**src/hw/rtl/ctd_pkg.sv**
```systemverilog
// Package for the chunked transfer decoder: widths, status codes, byte
// constants and the hex digit decode. No dependencies.
`default_nettype none

package ctd_pkg;

  // Width of the chunk size counter
  localparam int SIZE_BITS = 32;
  localparam int LIMIT_BITS = 32;
  localparam int CMP_BITS = (SIZE_BITS > LIMIT_BITS) ? SIZE_BITS : LIMIT_BITS;

  localparam logic [2:0] ST_FRAME   = 3'd0;
  localparam logic [2:0] ST_DATA    = 3'd1;
  localparam logic [2:0] ST_DONE    = 3'd2;
  localparam logic [2:0] ST_ERROR   = 3'd3;
  localparam logic [2:0] ST_IGNORED = 3'd4;

  localparam logic [7:0] CH_SPACE = 8'h20;
  localparam logic [7:0] CH_SEMI  = 8'h3B;
  localparam logic [7:0] CH_CR    = 8'h0D;
  localparam logic [7:0] CH_LF    = 8'h0A;
  localparam logic [7:0] CH_COLON = 8'h3A;

  typedef struct packed {
    logic [7:0] data_byte;
    logic       restart;
  } in_word_t;

  typedef struct packed {
    logic [2:0] status;
    logic [7:0] body_byte;
  } out_word_t;

  // Returns {is_hex, value}
  function automatic logic [4:0] hex_decode(input logic [7:0] b);
    logic [4:0] r;
    r = 5'd0;
    if (b >= 8'h30 && b <= 8'h39) begin
      r = {1'b1, 4'(b - 8'h30)};
    end else if (b >= 8'h61 && b <= 8'h66) begin
      r = {1'b1, 4'(b - 8'h57)};
    end else if (b >= 8'h41 && b <= 8'h46) begin
      r = {1'b1, 4'(b - 8'h37)};
    end
    return r;
  endfunction

endpackage

`default_nettype wire

```
**src/hw/rtl/ctd_ifs.sv**
```systemverilog
// Valid/ready channel interfaces of the chunked transfer decoder.
// Depends on ctd_pkg.
`default_nettype none

interface ctd_in_if import ctd_pkg::*; ();
  logic       valid;
  logic       ready;
  logic [7:0] data_byte;
  logic       restart;
  modport source (output valid, output data_byte, output restart, input ready);
  modport sink (input valid, input data_byte, input restart, output ready);
endinterface

interface ctd_out_if import ctd_pkg::*; ();
  logic       valid;
  logic       ready;
  logic [2:0] status;
  logic [7:0] body_byte;
  modport source (output valid, output status, output body_byte, input ready);
  modport sink (input valid, input status, input body_byte, output ready);
endinterface

interface ctd_cfg_if import ctd_pkg::*; ();
  logic                  valid;
  logic                  ready;
  logic [LIMIT_BITS-1:0] max_chunk_size;
  modport source (output valid, output max_chunk_size, input ready);
  modport sink (input valid, input max_chunk_size, output ready);
endinterface

`default_nettype wire

```
**src/hw/rtl/ctd_in_reg.sv**
```systemverilog
// Input register of the chunked transfer decoder: holds one accepted word.
// Depends on ctd_pkg.
`default_nettype none

module ctd_in_reg import ctd_pkg::*; (
  input  wire logic     clk,
  input  wire logic     rst_n,
  input  wire logic     in_valid,
  output logic          in_ready,
  input  wire in_word_t in_word,
  input  wire logic     advance,
  output logic          held_valid,
  output in_word_t      held_word
);

  logic     valid_r;
  logic     valid_nxt;
  in_word_t word_r;

  // Take a new word when empty or when the held word moves on this cycle
  assign in_ready   = !valid_r || advance;
  assign valid_nxt  = in_valid || (valid_r && !advance);
  assign held_valid = valid_r;
  assign held_word  = word_r;

  always_ff @(posedge clk) begin
    if (!rst_n) begin
      valid_r <= 1'b0;
    end else if (in_ready) begin
      valid_r <= valid_nxt;
    end
  end

  always_ff @(posedge clk) begin
    if (in_valid && in_ready) begin
      word_r <= in_word;
    end
  end

endmodule

`default_nettype wire

```
**src/hw/rtl/ctd_parser.sv**
```systemverilog
// Chunk framing parser: parse state, size counter, size limit register and
// the per-byte status decode. Depends on ctd_pkg.
`default_nettype none

module ctd_parser import ctd_pkg::*; (
  input  wire logic                  clk,
  input  wire logic                  rst_n,
  input  wire logic                  step,
  input  wire in_word_t              word,
  input  wire logic                  cfg_we,
  input  wire logic [LIMIT_BITS-1:0] cfg_limit,
  output out_word_t                  result
);

  localparam logic [3:0] M_SIZE       = 4'd0;
  localparam logic [3:0] M_EXT        = 4'd1;
  localparam logic [3:0] M_SIZE_LF    = 4'd2;
  localparam logic [3:0] M_EXT_LF     = 4'd3;
  localparam logic [3:0] M_DATA       = 4'd4;
  localparam logic [3:0] M_DATA_CR    = 4'd5;
  localparam logic [3:0] M_DATA_LF    = 4'd6;
  localparam logic [3:0] M_TRAILER    = 4'd7;
  localparam logic [3:0] M_TRAILER_LF = 4'd8;
  localparam logic [3:0] M_DONE       = 4'd9;
  localparam logic [3:0] M_ERROR      = 4'd10;

  logic [3:0]            mode_r, mode_nxt, mode_e;
  logic [SIZE_BITS-1:0]  cnt_r, cnt_nxt, cnt_e;
  logic                  digit_r, digit_nxt, digit_e;
  logic                  ne_r, ne_nxt, ne_e;
  logic                  colon_r, colon_nxt, colon_e;
  logic [LIMIT_BITS-1:0] limit_r;

  logic [7:0]           b;
  logic [4:0]           hex;
  logic [SIZE_BITS-1:0] cnt_shift;
  logic [SIZE_BITS-1:0] cnt_dec;
  logic                 cnt_ovf;
  logic                 too_big;
  logic [2:0]           st;
  logic [7:0]           body;

  assign b = word.data_byte;

  // Restart acts before the byte is handled
  assign mode_e  = word.restart ? M_SIZE : mode_r;
  assign cnt_e   = word.restart ? '0 : cnt_r;
  assign digit_e = word.restart ? 1'b0 : digit_r;
  assign ne_e    = word.restart ? 1'b0 : ne_r;
  assign colon_e = word.restart ? 1'b0 : colon_r;

  assign hex       = hex_decode(b);
  assign cnt_ovf   = cnt_e[SIZE_BITS-1 -: 4] != 4'd0;
  assign cnt_shift = {cnt_e[SIZE_BITS-5:0], hex[3:0]};
  assign too_big   = CMP_BITS'(cnt_shift) > CMP_BITS'(limit_r);
  assign cnt_dec   = cnt_e - SIZE_BITS'(1);

  always_comb begin
    mode_nxt  = mode_e;
    cnt_nxt   = cnt_e;
    digit_nxt = digit_e;
    ne_nxt    = ne_e;
    colon_nxt = colon_e;
    st        = ST_FRAME;
    body      = 8'd0;
    case (mode_e)
      M_SIZE: begin
        if (hex[4]) begin
          if (cnt_ovf) begin
            mode_nxt = M_ERROR;
            st       = ST_ERROR;
          end else begin
            cnt_nxt   = cnt_shift;
            digit_nxt = 1'b1;
            if (too_big) begin
              mode_nxt = M_ERROR;
              st       = ST_ERROR;
            end
          end
        end else if (b == CH_SPACE || b == CH_SEMI) begin
          mode_nxt = M_EXT;
        end else if (b == CH_CR) begin
          mode_nxt = M_SIZE_LF;
        end else begin
          mode_nxt = M_ERROR;
          st       = ST_ERROR;
        end
      end
      M_EXT: begin
        if (b == CH_CR) mode_nxt = M_EXT_LF;
      end
      M_SIZE_LF, M_EXT_LF: begin
        if (mode_e == M_EXT_LF && b != CH_LF) begin
          // bare CR in an extension is line content
          if (b != CH_CR) mode_nxt = M_EXT;
        end else if (b != CH_LF || !digit_e) begin
          mode_nxt = M_ERROR;
          st       = ST_ERROR;
        end else if (cnt_e != '0) begin
          mode_nxt = M_DATA;
        end else begin
          mode_nxt  = M_TRAILER;
          ne_nxt    = 1'b0;
          colon_nxt = 1'b0;
        end
      end
      M_DATA: begin
        st      = ST_DATA;
        body    = b;
        cnt_nxt = cnt_dec;
        if (cnt_dec == '0) mode_nxt = M_DATA_CR;
      end
      M_DATA_CR: begin
        if (b == CH_CR) begin
          mode_nxt = M_DATA_LF;
        end else begin
          mode_nxt = M_ERROR;
          st       = ST_ERROR;
        end
      end
      M_DATA_LF: begin
        if (b == CH_LF) begin
          mode_nxt  = M_SIZE;
          cnt_nxt   = '0;
          digit_nxt = 1'b0;
          ne_nxt    = 1'b0;
          colon_nxt = 1'b0;
        end else begin
          mode_nxt = M_ERROR;
          st       = ST_ERROR;
        end
      end
      M_TRAILER, M_TRAILER_LF: begin
        if (mode_e == M_TRAILER_LF && b == CH_LF) begin
          if (!ne_e) begin
            mode_nxt = M_DONE;
            st       = ST_DONE;
          end else if (!colon_e) begin
            mode_nxt = M_ERROR;
            st       = ST_ERROR;
          end else begin
            mode_nxt  = M_TRAILER;
            ne_nxt    = 1'b0;
            colon_nxt = 1'b0;
          end
        end else begin
          // a held CR followed by anything but LF makes the line non-empty
          if (mode_e == M_TRAILER_LF) ne_nxt = 1'b1;
          if (b == CH_CR) begin
            mode_nxt = M_TRAILER_LF;
          end else begin
            mode_nxt = M_TRAILER;
            ne_nxt   = 1'b1;
            if (b == CH_COLON) colon_nxt = 1'b1;
          end
        end
      end
      M_DONE: begin
        st = ST_IGNORED;
      end
      default: begin
        mode_nxt = M_ERROR;
        st       = ST_ERROR;
      end
    endcase
  end

  assign result = '{status: st, body_byte: body};

  always_ff @(posedge clk) begin
    if (!rst_n) begin
      mode_r  <= M_SIZE;
      cnt_r   <= '0;
      digit_r <= 1'b0;
      ne_r    <= 1'b0;
      colon_r <= 1'b0;
    end else if (step) begin
      mode_r  <= mode_nxt;
      cnt_r   <= cnt_nxt;
      digit_r <= digit_nxt;
      ne_r    <= ne_nxt;
      colon_r <= colon_nxt;
    end
  end

  always_ff @(posedge clk) begin
    if (!rst_n) begin
      limit_r <= '1;
    end else if (cfg_we) begin
      limit_r <= cfg_limit;
    end
  end

endmodule

`default_nettype wire

```
**src/hw/rtl/chunked_transfer_decoder_core.sv**
```systemverilog
// Chunked transfer decoder, one status word per input byte.
// A word accepted into the input register is decoded, and the result is
// registered in the output register that drives the result channel.
// Throughput: one byte per cycle while the result channel does not stall.
// Reset (rst_n low, synchronous): channels empty, parser expects a size
// line, size limit returns to all ones. Depends on ctd_pkg, ctd_ifs.
`default_nettype none

module chunked_transfer_decoder_core import ctd_pkg::*; (
  input wire logic  clk,
  input wire logic  rst_n,
  ctd_in_if.sink    in_if,
  ctd_out_if.source out_if,
  ctd_cfg_if.sink   cfg_if
);

  in_word_t  in_word;
  in_word_t  held_word;
  logic      held_valid;
  logic      advance;
  out_word_t result;
  out_word_t out_r;
  logic      out_valid_r;
  logic      out_valid_nxt;

  assign in_word = '{data_byte: in_if.data_byte, restart: in_if.restart};

  // Move the held word into the result register when that slot frees up
  assign advance       = held_valid && (!out_valid_r || out_if.ready);
  assign out_valid_nxt = advance || (out_valid_r && !out_if.ready);

  ctd_in_reg u_in_reg (
    .clk        (clk),
    .rst_n      (rst_n),
    .in_valid   (in_if.valid),
    .in_ready   (in_if.ready),
    .in_word    (in_word),
    .advance    (advance),
    .held_valid (held_valid),
    .held_word  (held_word)
  );

  ctd_parser u_parser (
    .clk       (clk),
    .rst_n     (rst_n),
    .step      (advance),
    .word      (held_word),
    .cfg_we    (cfg_if.valid),
    .cfg_limit (cfg_if.max_chunk_size),
    .result    (result)
  );

  assign cfg_if.ready = 1'b1;

  always_ff @(posedge clk) begin
    if (!rst_n) begin
      out_valid_r <= 1'b0;
    end else begin
      out_valid_r <= out_valid_nxt;
    end
  end

  always_ff @(posedge clk) begin
    if (advance) begin
      out_r <= result;
    end
  end

  assign out_if.valid     = out_valid_r;
  assign out_if.status    = out_r.status;
  assign out_if.body_byte = out_r.body_byte;

endmodule

`default_nettype wire

```
**src/flat_wrapper.sv**
```systemverilog
// flat-port wrapper written by rule: the top's interface ports become plain ports
module chunked_transfer_decoder_core_flat import ctd_pkg::*;
  (clk, rst_n, in_if_valid, in_if_data_byte, in_if_restart, in_if_ready, out_if_valid, out_if_status, out_if_body_byte, out_if_ready, cfg_if_valid, cfg_if_max_chunk_size, cfg_if_ready);
  ctd_in_if in_if_i ();
  ctd_out_if out_if_i ();
  ctd_cfg_if cfg_if_i ();
  input wire logic clk;
  input wire logic rst_n;
  input wire logic [$bits(in_if_i.valid)-1:0] in_if_valid;
  input wire logic [$bits(in_if_i.data_byte)-1:0] in_if_data_byte;
  input wire logic [$bits(in_if_i.restart)-1:0] in_if_restart;
  output wire logic [$bits(in_if_i.ready)-1:0] in_if_ready;
  output wire logic [$bits(out_if_i.valid)-1:0] out_if_valid;
  output wire logic [$bits(out_if_i.status)-1:0] out_if_status;
  output wire logic [$bits(out_if_i.body_byte)-1:0] out_if_body_byte;
  input wire logic [$bits(out_if_i.ready)-1:0] out_if_ready;
  input wire logic [$bits(cfg_if_i.valid)-1:0] cfg_if_valid;
  input wire logic [$bits(cfg_if_i.max_chunk_size)-1:0] cfg_if_max_chunk_size;
  output wire logic [$bits(cfg_if_i.ready)-1:0] cfg_if_ready;
  assign in_if_i.valid = in_if_valid;
  assign in_if_i.data_byte = in_if_data_byte;
  assign in_if_i.restart = in_if_restart;
  assign in_if_ready = in_if_i.ready;
  assign out_if_valid = out_if_i.valid;
  assign out_if_status = out_if_i.status;
  assign out_if_body_byte = out_if_i.body_byte;
  assign out_if_i.ready = out_if_ready;
  assign cfg_if_i.valid = cfg_if_valid;
  assign cfg_if_i.max_chunk_size = cfg_if_max_chunk_size;
  assign cfg_if_ready = cfg_if_i.ready;
  chunked_transfer_decoder_core u_core (.clk(clk), .rst_n(rst_n), .in_if(in_if_i), .out_if(out_if_i), .cfg_if(cfg_if_i));
endmodule
```
**config.mk**
```make
export PLATFORM = sky130hd
export DESIGN_NAME = chunked_transfer_decoder_core_flat
export DESIGN_NICKNAME = d
export VERILOG_FILES = /design/src/hw/rtl/ctd_pkg.sv /design/src/hw/rtl/ctd_ifs.sv /design/src/hw/rtl/ctd_in_reg.sv /design/src/hw/rtl/ctd_parser.sv /design/src/hw/rtl/chunked_transfer_decoder_core.sv /design/src/flat_wrapper.sv
export SDC_FILE = /design/constraint.sdc
export NUM_CORES = 1
export LEC_CHECK = 0
export BUFFER_PORTS_ARGS = -buffer_cell sky130_fd_sc_hd__buf_2
export CORE_MARGIN = 3
export CORE_UTILIZATION = 65
export CTS_CLUSTER_SIZE = 8
export DETAILED_ROUTE_END_ITERATION = 10
export HOLD_SLACK_MARGIN = 0.15
export PLACE_DENSITY = 0.93
export SKIP_LAST_GASP = 1
export SYNTH_ARGS = -nofsm -noshare
export SYNTH_HDL_FRONTEND = slang
export SYNTH_SLANG_ARGS = --single-unit
```
**constraint.sdc**
```tcl
create_clock -name clk -period 6.6 [get_ports clk]
set_input_delay 0.33 -clock clk [delete_from_list [all_inputs] [get_ports clk]]
set_output_delay 0.33 -clock clk [all_outputs]
set_load 0.05 [all_outputs]
```
==> flow_metrics.py, run 1 <==
metrics = {
    "pwr": {
        "combPwrFrac": 0.235,
        "p_seq_frac": 0.461,
        "p_per_area_mw_per_mm2": 202,
        "p_switching_w": 0.000461,
        "p_sw_frac": 0.331,
        "internal_power_w": 0.000931,
        "p_clk_frac": 0.304,
        "power.leakage_nw": 3.04,
        "peakVddDrop_mv": 0.154,
    },
    "sta": {
        "fin_skew_ps": 9.43,
        "fmax_ghz": 0.216,
        "finalCritPeriodShare": 0.702,
        "worstMarginPinSlew_ps": 1320,
        "hold_viol_final": 0,
        "period_needed_ps": 4640,
        "tns_ps": 0,
        "setup_viol": 0,
        "slew_headroom": 0.111,
        "finalMaxSlewViolations": 0,
        "rsz0062_at_grt": "no",
        "holdWs_ps": 179,
    },
    "die": {
        "rows": 35,
        "die_w_um": 105,
        "top_level_ports": 60,
        "initial_core_util": 0.677,
        "dieArea_mm2": 0.0110,
        "die_y_um": 105,
        "core-area_mm2": 0.00937,
    },
    "setup_path": {
        "worstPathArrival_ps": 4750,
        "endpoint_kind": "register",
        "crit_slowest_cell": "nor4_1",
        "cp.required_ps": 6720,
        "timing.rr.start": "u_core.u_in_reg.held_word[2]$_DFFE_PP_",
        "cpPeakStageDelay_ps": 720,
        "startpoint_type": "register",
        "crit_chain": "inv_1, ha_1, o21ba_2, o21ai_1, o21ai_0, nand2_1, o21ai_0, ha_1, nand4_1, nor4_1, and2_1, o221a_2, a21oi_1, a21oi_1, nand2_1",
        "path_max_fanout": 10,
        "path_class": "register to register",
        "startpoint": "u_core.u_in_reg.held_word[2]$_DFFE_PP_",
    },
    "global_route": {
        "grt_antenna_before_repair": 0,
        "grt_pass1_vias": 6403,
        "grt.total_usage": 0.353,
        "grt_pass1_wl_um": 31700,
        "grt_max_degree": 64,
        "grt_overflow": 0,
    },
    "placement": {
        "gp_congestion": 1.07,
        "port_buffers": 58,
        "hpwl_um": 13500,
    },
    "synth": {
        "async_flop_share": 0,
        "avgSynthCellArea_um2": 7.90,
        "seq_area_frac_synth": 0.325,
        "synth_top_flop_cell": "dfxtp_1",
        "yosysUniqueCellTypes": 74,
        "synthCells": 804,
        "synth_area_leaders": "dfxtp_1 23%, edfxtp_1 9.5%, ha_1 7.5%",
        "yosys.area.top_type": "dfxtp_1",
        "yosysWarnings": 0,
        "yosys.area.top_type_share": 0.230,
        "synth-seq-cells": 93,
        "synth_edf_count": 20,
        "syn-num-nets": 888,
        "netlist_area_mm2": 0.00635,
    },
    "cells_and_area": {
        "area_growth_pct": 8.81,
        "layout-drive-gt1-share": 0.118,
        "antennaDiodeCount": 0,
        "nets": 915,
    },
    "clock_tree": {
        "cts_sinks": 93,
        "clk_pin_slew_ps": 100,
        "cts_root_buf": "clkbuf_8",
        "cts_tree": "built",
        "cts_max_level": 3,
        "ctsResizeCount": 0,
        "cts_buffers": 9,
        "clock_path_buffers": 2,
        "clkLatencyLatePin_ps": 360,
    },
    "detailed_routing": {
        "ant_nets": 0,
        "drtPass1Iterations": 9,
        "num_vias": 6569,
        "post_drt_wl_per_cell_um": 20.2,
        "drc": 2,
        "wirelength_um": 19500,
        "drtIter0Drc": 741,
        "vias_per_cell": 6.81,
    },
    "status": {
        "status": "finished, violations left",
        "failed_checks": "DRC",
    },
    "run": {
        "max-cap-violations": 0,
    },
    "hold_path": {
        "min_path_type": "input port to register",
        "holdCritStartpoint": "cfg_if_max_chunk_size[25]",
    },
}
[power groups by stage]
stage               combinational, W  sequential, W  clock [W]
global placement            0.000301       0.000652          0
global route                0.000355       0.000646   0.000445
CTS                         0.000317       0.000641   0.000425
floorplan                   0.000230       0.000652          0
detailed placement          0.000310       0.000654          0
finish                      0.000327       0.000642   0.000423
[per-layer routing]
layer  up-vias  part of all wire  wire length (µm)  global-route usage
li1       2997                 -                 -                   -
met2       426              0.47              9100               0.594
met5         -                 0                 0                   0
met1      3047              0.39              7500               0.440
met4         0             0.045               874               0.153
met3        99              0.10              2000              0.0704
[repair_timing]
item | CTS | global route
endpoints found under the hold margin | 9 | 0
setup buffers | 0 | 0
hold buffers | 9 | 0
[critical path: cells and delay by family, from the launching register on]
kind / cells / cell delay, ps
flip-flops: 1 / 440
AO/OA/AOI/OAI: 7 / 1820
AND/OR/NAND/NOR: 5 / 1340
buffers and inverters: 1 / 130
adder cells (fa/ha/maj): 2 / 630
[cells by family after synthesis]
logic type                 Yosys count  share of synthesized area
DFF                                 93                      0.325
other                                1                   0.000591
and+or+nand+nor                    292                      0.236
xor gates and xnor gates            13                     0.0179
muxes                                6                    0.00985
adders and majority gates           38                     0.0749
AOI/OAI and AO/OA                  252                      0.267
buffers and inverters              109                     0.0690
[layout make-up]
| type | count | area, µm² |
|---|---|---|
| Clock buffer | 11 | 153 |
| Clock inverter | 5 | 62.6 |
| Fill cell | 757 | 2460 |
| Inverter | 52 | 195 |
| Multi-Input combinational cell | 602 | 3850 |
| Sequential cell | 93 | 2060 |
| Tap cell | 129 | 161 |
| Timing Repair Buffer | 73 | 425 |
[placed cells by master, fill, tap and decap left out, drive strengths merged, types with 6 or more instances in the layout]
cell	n
a21oi	61
nor4	13
edfxtp	20
o31ai	6
dfxtp	73
a22o	6
nand2	82
and2	9
nor2	69
and3	9
a22oi	20
a31oi	7
dlygate4sd3	9
nor3	12
o21a	6
nand2b	7
nand3	15
a21o	7
buf	64
o22ai	7
inv	54
o21ai	52
nor2b	27
clkbuf	11
nand4	17
or4	9
ha	38
o211ai	37
xor2	9
[flip-flops by register name, indices dropped and copies added (netlist names)]
name                        count
u_core.out_if.status            3
u_core.u_in_reg.held_word       9
u_core.out_if.valid             1
u_core.u_parser.mode_r          4
u_core.u_parser.cnt_r          32
u_core.out_if.body_byte         8
u_core.u_parser.digit_r         1
u_core.u_in_reg.held_valid      1
u_core.u_parser.colon_r         1
u_core.u_parser.ne_r            1
u_core.u_parser.limit_r        32
[stage by stage]
step	utilization	std cells	setup WS (ps)	cell area, µm²	power (W)
after floorplan	-	804	3320	6350	0.000882
after global placement	0.705	940	2550	6600	0.000954
after detailed placement	0.705	940	2340	6600	0.000964
after CTS	0.737	965	2280	6910	0.00138
after global routing	0.737	965	1910	6910	0.00145
final	0.737	965	1960	6910	0.00139
[cell usage after synthesis, types with 3 or more instances]
cell and instances:
o31ai_1 6, or4_4 4, nand2b_1 7, nand3b_1 4, a22oi_1 19, xnor2_1 4, o211ai_1 37, and2_1 9
nor2_1 69, a22o_1 6, nand4b_1 3, nor2b_1 27, nor3_1 12, a21oi_1 59, o21a_1 6, o211a_1 3
edfxtp_1 20, ha_1 38, mux2i_1 4, or4_1 5, clkbuf_1 49, dfxtp_1 73, a21o_1 7, nand2_1 82
buf_6 3, o21ai_0 50, nor3b_1 3, nor4b_1 3, o221ai_1 5, and3_1 9, nand4_1 17, a221o_1 3
inv_1 49, o22ai_1 7, nand3_1 15, o41ai_1 4, xor2_1 9, a221oi_1 3, or3_1 3, nor4_1 12
a31oi_1 7
[path summary, 6_finish.rpt]
| path | endpoint | depth (start not counted) | slack (ps) |
|---|---|---|---|
| hold reg to reg | u_core.u_parser.limit_r[14]$_SDFFE_PN1P_ | 2 | 500 |
| setup / recovery | u_core.out_if.status[0]$_DFFE_PP_ | 15 | 1960 |
| hold / removal | u_core.u_parser.limit_r[25]$_SDFFE_PN1P_ | 3 | 180 |
| setup reg to reg | u_core.out_if.status[0]$_DFFE_PP_ | 15 | 1960 |
(Power assumes the default switching activity.)
==> run 2, diff against run 1 <==
--- a/config.mk
+++ b/config.mk
@@ -7,11 +7,11 @@
 export LEC_CHECK = 0
 export BUFFER_PORTS_ARGS = -buffer_cell sky130_fd_sc_hd__buf_2
 export CORE_MARGIN = 3
-export CORE_UTILIZATION = 65
+export CORE_UTILIZATION = 60
 export CTS_CLUSTER_SIZE = 8
 export DETAILED_ROUTE_END_ITERATION = 10
 export HOLD_SLACK_MARGIN = 0.15
-export PLACE_DENSITY = 0.93
+export PLACE_DENSITY = 0.88
 export SKIP_LAST_GASP = 1
 export SYNTH_ARGS = -nofsm -noshare
 export SYNTH_HDL_FRONTEND = slang
==> constraint.sdc (replaced) <==
create_clock -name clk -period 4.3 [get_ports clk]
set_input_delay 0.215 -clock clk [delete_from_list [all_inputs] [get_ports clk]]
set_output_delay 0.215 -clock clk [all_outputs]
set_load 0.05 [all_outputs]
==> run 2 against run 1 <==
The run now ends clean. Critical path depth is the same. Sequential share of layout area is 1.5 points lower. Register-to-register slack got worse by 1500 ps. Combinational power rose by 62%. Utilization shrank 1.4 points. Final cell count up 4.4%. Worst setup slack got worse by 1500 ps. Global-route usage down 1.1 points. Non-clock buffer count rose by 38. Largest cell class unchanged.
==> flow_metrics.py, run 2 (synthesis results as in run 1) <==
metrics = {
    "sta": {
        "fmax_ghz": 0.259,
        "finalMaxSlewViolations": 0,
        "tns_ps": 0,
        "hold_viol_final": 0,
        "fin_skew_ps": 13.3,
        "worstMarginPinSlew_ps": 1050,
        "rsz0062_at_grt": "no",
        "timing.final.ws_setup_ps": 435,
        "finalCritPeriodShare": 0.899,
        "setup_viol": 0,
        "slew_headroom": 0.301,
        "period_needed_ps": 3860,
    },
    "die": {
        "dieArea_mm2": 0.0119,
        "top_level_ports": 60,
        "die_w_um": 109,
        "core-area_mm2": 0.0100,
        "rows": 36,
        "die_y_um": 109,
        "initial_core_util": 0.632,
    },
    "setup_path": {
        "path_max_fanout": 10,
        "endpoint_kind": "register",
        "cpPeakStageDelay_ps": 500,
        "r2r_end": "u_core.out_if.status[0]$_DFFE_PP_",
        "reg2reg_slack_ps": 440,
        "path_class": "register to register",
        "cp.required_ps": 4460,
        "crit_slowest_cell": "nor4_1",
        "timing.rr.start": "u_core.u_in_reg.held_word[1]$_DFFE_PP_",
        "startpoint_type": "register",
        "worstPathArrival_ps": 4020,
        "r2r_cells": 15,
        "crit_chain": "inv_1, ha_1, o21ba_2, o21ai_1, o21ai_0, nand2_1, o21ai_0, ha_1, nand4_1, nor4_1, and2_1, o221a_2, a21oi_1, a21oi_1, nand2_1",
    },
    "global_route": {
        "grt_overflow": 0,
        "grt_pass1_wl_um": 31700,
        "grt.total_usage": 0.343,
        "grt_antenna_before_repair": 0,
        "grt_max_degree": 64,
        "grt_pass1_vias": 6391,
    },
    "status": {
        "status": "completed",
    },
    "run": {
        "max-cap-violations": 0,
    },
    "detailed_routing": {
        "drc": 0,
        "vias_per_cell": 6.56,
        "drtPass1Iterations": 9,
        "drtIter0Drc": 858,
        "post_drt_wl_per_cell_um": 19.4,
        "num_vias": 6606,
        "wirelength_um": 19600,
        "ant_nets": 0,
    },
    "hold_path": {
        "min_to": "u_core.u_parser.limit_r[0]$_SDFFE_PN1P_",
        "hold_depth": 2,
        "holdCritStartpoint": "rst_n",
        "min_path_type": "input port to register",
    },
    "clock_tree": {
        "cts_tree": "built",
        "clkLatencyLatePin_ps": 400,
        "postCtsSetupBuffers": 0,
        "cts_sinks": 93,
        "ctsResizeCount": 0,
        "clock_path_buffers": 2,
        "cts_buffers": 9,
        "clk_pin_slew_ps": 110,
        "cts_max_level": 3,
        "postCtsHoldBufs": 43,
        "cts_root_buf": "clkbuf_8",
    },
    "placement": {
        "dp.cells": 948,
        "post-place-ws_ps": 557,
        "gp_congestion": 1.00,
        "port_buffers": 58,
        "hpwl_um": 13300,
    },
    "pwr": {
        "p_per_area_mw_per_mm2": 289,
        "power.leakage_nw": 3.18,
        "peakVddDrop_mv": 0.330,
    },
    "cells_and_area": {
        "final_common_cell": "nand2_1",
        "final_cell_mix": "82 x nand2_1, 73 x dfxtp_1, 69 x nor2_1",
        "fill_cells": 764,
        "layout-drive-gt1-share": 0.119,
        "area_growth_pct": 14.4,
        "stdcell_count": 1007,
        "nets": 953,
        "antennaDiodeCount": 0,
    },
}
## run 2: cell types whose count changed in the layout (fill, tap and decap cells not counted), moves of 2 or more
cell           previous run  this run
clkinvlp_4                0         2
clkinv_4                  0         2
buf_4                     6        10
dlygate4sd3_1             9        43
inv_6                     3         1
## run 2: critical path, delay by kind of cell (launching register included)
kind | cells | cell delay [ps]
compound gates | 7 | 1480
fa+ha+maj | 2 | 560
buf+inv | 1 | 120
flops | 1 | 470
simple gates | 5 | 990
## run 2: layout make-up
type	count	area, µm²	area share
timing repair buffer	111	796	0.110
tap	133	166	0.0229
inverter	52	195	0.0269
clock buffer	9	124	0.0171
clock inverter	7	68.8	0.00948
multi-input combinational	602	3850	0.530
sequential	93	2060	0.284
## run 2: per-stage QoR
step / power [W] / hold slack (ps) / util / instance area, µm²
3_3_place_gp: 0.00147 / 393 / 0.661 / 6640
3_5_place_dp: 0.00148 / 393 / 0.661 / 6640
2_1_floorplan: 0.00135 / 314 / - / 6350
5_1_grt: 0.00219 / 456 / 0.723 / 7260
4_1_cts: 0.00209 / 425 / 0.723 / 7260
6_report: 0.00210 / 434 / 0.723 / 7260
## run 2: worst max-delay path by stage
stage | start | end | slack [ps] | depth (start not counted)
3_3_place_gp | u_core.u_in_reg.held_word[1]$_DFFE_PP_ | u_core.out_if.status[1]$_DFFE_PP_ | 690 | 15
6_report | u_core.u_in_reg.held_word[1]$_DFFE_PP_ | u_core.out_if.status[0]$_DFFE_PP_ | 440 | 15
5_1_grt | u_core.u_in_reg.held_word[1]$_DFFE_PP_ | u_core.out_if.status[0]$_DFFE_PP_ | 80 | 15
3_5_place_dp | u_core.u_in_reg.held_word[1]$_DFFE_PP_ | u_core.out_if.status[0]$_DFFE_PP_ | 560 | 15
4_1_cts | u_core.u_in_reg.held_word[1]$_DFFE_PP_ | u_core.out_if.status[0]$_DFFE_PP_ | 530 | 15
2_1_floorplan | u_core.u_in_reg.held_word[0]$_DFFE_PP_ | u_core.out_if.status[1]$_DFFE_PP_ | 1020 | 13
## run 2: layer usage
layer  GRT usage  part of all wire  up-vias
li1            -                 -     3068
met1       0.421              0.38     3050
met2       0.546              0.46      407
met3      0.0882              0.10       81
met4       0.191             0.048        0
met5           0                 0        -
## run 2: where the power goes
| part | internal [W] | leakage (nW) | switching (W) |
|---|---|---|---|
| Combinational | 0.000203 | 2.30 | 0.000327 |
| Clock | 0.000223 | 0.0907 | 0.000362 |
| Sequential | 0.000939 | 0.791 | 0.0000481 |
| Total | 0.00136 | 3.18 | 0.000737 |
==> run 3, diff against run 2 <==
==> constraint.sdc (replaced) <==
create_clock -name clk -period 3.8 [get_ports clk]
set_input_delay 0.19 -clock clk [delete_from_list [all_inputs] [get_ports clk]]
set_output_delay 0.19 -clock clk [all_outputs]
set_load 0.05 [all_outputs]
==> run 3 against run 2 <==
Die area unchanged. Clock skew increased by 2.1 ps. Final cell count increased by 1.3%. Via count increased by 2.2%. Fmax increased by 10%. Sequential share of layout area decreased by 0.63 points. Worst hold slack got worse by 100 ps. Largest power group unchanged. Power increased by 17%. First-iteration DRC count decreased by 10%. Global-route usage increased by 1.2 points. Critical endpoint unchanged.
==> flow_metrics.py, run 3 (synthesis results as in run 1) <==
metrics = {
    "setup_path": {
        "endpoint_kind": "register",
        "timing.rr.start": "u_core.u_in_reg.held_word[2]$_DFFE_PP_",
        "cp.required_ps": 3940,
        "path_class": "register to register",
        "r2r_cells": 15,
        "r2r_end": "u_core.out_if.status[0]$_DFFE_PP_",
        "reg2reg_slack_ps": 290,
        "startpoint_type": "register",
        "path_max_fanout": 6,
        "worstPathArrival_ps": 3650,
    },
    "sta": {
        "period_needed_ps": 3510,
        "worstMarginPinSlew_ps": 1030,
        "slew_headroom": 0.311,
        "setup_viol": 0,
        "finalMaxSlewViolations": 0,
        "timing.final.ws_setup_ps": 291,
        "fin_skew_ps": 15.3,
        "rsz0062_at_grt": "no",
        "fmax_ghz": 0.285,
        "tns_ps": 0,
        "hold_viol_final": 0,
        "holdWs_ps": 329,
        "finalCritPeriodShare": 0.923,
    },
    "die": {
        "die_y_um": 109,
        "core-area_mm2": 0.0100,
        "initial_core_util": 0.632,
        "dieArea_mm2": 0.0119,
        "top_level_ports": 60,
        "rows": 36,
        "die_w_um": 109,
    },
    "detailed_routing": {
        "ant_nets": 0,
        "drtPass1Iterations": 6,
        "num_vias": 6750,
        "drtIter0Drc": 771,
        "post_drt_wl_per_cell_um": 19.9,
        "vias_per_cell": 6.62,
        "wirelength_um": 20300,
        "drc": 0,
    },
    "cells_and_area": {
        "final_common_cell": "nand2_1",
        "fill_cells": 758,
        "antennaDiodeCount": 0,
        "layout-drive-gt1-share": 0.135,
        "nets": 966,
        "final_cell_mix": "82 x nand2_1, 73 x dfxtp_1, 69 x nor2_1",
        "final_util": 0.739,
        "area_growth_pct": 16.9,
    },
    "global_route": {
        "grt_antenna_before_repair": 0,
        "grt_max_degree": 64,
        "grt.total_usage": 0.355,
        "grt_pass1_wl_um": 32500,
        "grt_overflow": 0,
        "grt_pass1_vias": 6618,
    },
    "clock_tree": {
        "clk_pin_slew_ps": 100,
        "clock_path_buffers": 2,
        "cts_root_buf": "clkbuf_8",
        "clkLatencyLatePin_ps": 400,
        "cts_buffers": 9,
        "cts_tree": "built",
        "cts_max_level": 3,
        "cts_sinks": 93,
    },
    "run": {
        "max-cap-violations": 0,
    },
    "pwr": {
        "internal_power_w": 0.00166,
        "p_sw_frac": 0.324,
        "peakVddDrop_mv": 0.310,
        "p_clk_frac": 0.295,
        "power.leakage_nw": 3.29,
        "p_switching_w": 0.000793,
        "p_seq_frac": 0.456,
        "power_w": 0.00245,
        "p_per_area_mw_per_mm2": 330,
        "combPwrFrac": 0.249,
    },
    "status": {
        "status": "completed",
    },
    "placement": {
        "hpwl_um": 13600,
        "post-place-ws_ps": 103,
        "gp_congestion": 1.03,
        "port_buffers": 58,
    },
    "hold_path": {
        "hold_depth": 4,
        "min_to": "u_core.u_parser.mode_r[0]$_SDFFE_PN0P_",
        "holdCritStartpoint": "rst_n",
        "min_path_type": "input port to register",
    },
}
run 3: final cells by class:
| class | instances | area [µm²] | area share |
|---|---|---|---|
| sequential | 93 | 2060 | 0.278 |
| multi-input combinational | 602 | 3900 | 0.525 |
| clock buffer | 13 | 169 | 0.0228 |
| clock inverter | 3 | 42.5 | 0.00573 |
| timing repair buffer | 124 | 893 | 0.120 |
| inverter | 52 | 195 | 0.0263 |
| tap | 133 | 166 | 0.0224 |
run 3: worst max-delay path, stage by stage (launching register included):
cell and delay [ps]:
edfxtp_1 460, inv_1 160, ha_1 210, inv_1 90
o311ai_4 340, buf_4 200, o21ai_0 90, ha_1 330
nand4_1 80, buf_4 170, nor4_4 320, and2_1 180
o221a_2 180, a21oi_1 120, a21oi_2 240, nand2_1 80
run 3: power by group through the flow:
stage	Clock, W	Sequential, W	Combinational, W
3_5_place_dp	0	0.00114	0.000551
6_report	0.000722	0.00112	0.000611
5_1_grt	0.000771	0.00112	0.000663
3_3_place_gp	0	0.00113	0.000537
2_1_floorplan	0	0.00113	0.000400
4_1_cts	0.000723	0.00111	0.000588
run 3: metal layers:
metal | wire length, µm | GRT usage | vias to the layer above | part of all wire
li1 | - | - | 3102 | -
met1 | 7920 | 0.424 | 3127 | 0.39
met2 | 9590 | 0.578 | 424 | 0.47
met3 | 1880 | 0.0764 | 97 | 0.092
met4 | 921 | 0.223 | 0 | 0.045
met5 | 0 | 0 | - | 0
run 3: worst max path at each step:
stage | from | to | slack (ps)
final | u_core.u_in_reg.held_word[2]$_DFFE_PP_ | u_core.out_if.status[0]$_DFFE_PP_ | 290
after global routing | u_core.u_in_reg.held_word[2]$_DFFE_PP_ | u_core.out_if.status[0]$_DFFE_PP_ | 110
after CTS | u_core.u_in_reg.held_word[1]$_DFFE_PP_ | u_core.out_if.status[1]$_DFFE_PP_ | 70
after detailed placement | u_core.u_in_reg.held_word[1]$_DFFE_PP_ | u_core.out_if.status[1]$_DFFE_PP_ | 100
after global placement | u_core.u_in_reg.held_word[1]$_DFFE_PP_ | u_core.out_if.status[1]$_DFFE_PP_ | 260
after floorplan | u_core.u_in_reg.held_word[0]$_DFFE_PP_ | u_core.out_if.status[1]$_DFFE_PP_ | 520
run 3: what timing repair did:
item                       CTS  global route
hold buffers                43             0
hold endpoints to repair    43             0
gates resized for setup      0             7
setup buffers                0             1
setup endpoints to repair    0             3
run 3: per-stage QoR:
stage          area [µm²]  cells
2_1_floorplan        6350    804
4_1_cts              7370   1019
6_report             7420   1020
5_1_grt              7420   1020
3_5_place_dp         6730    960
3_3_place_gp         6730    960
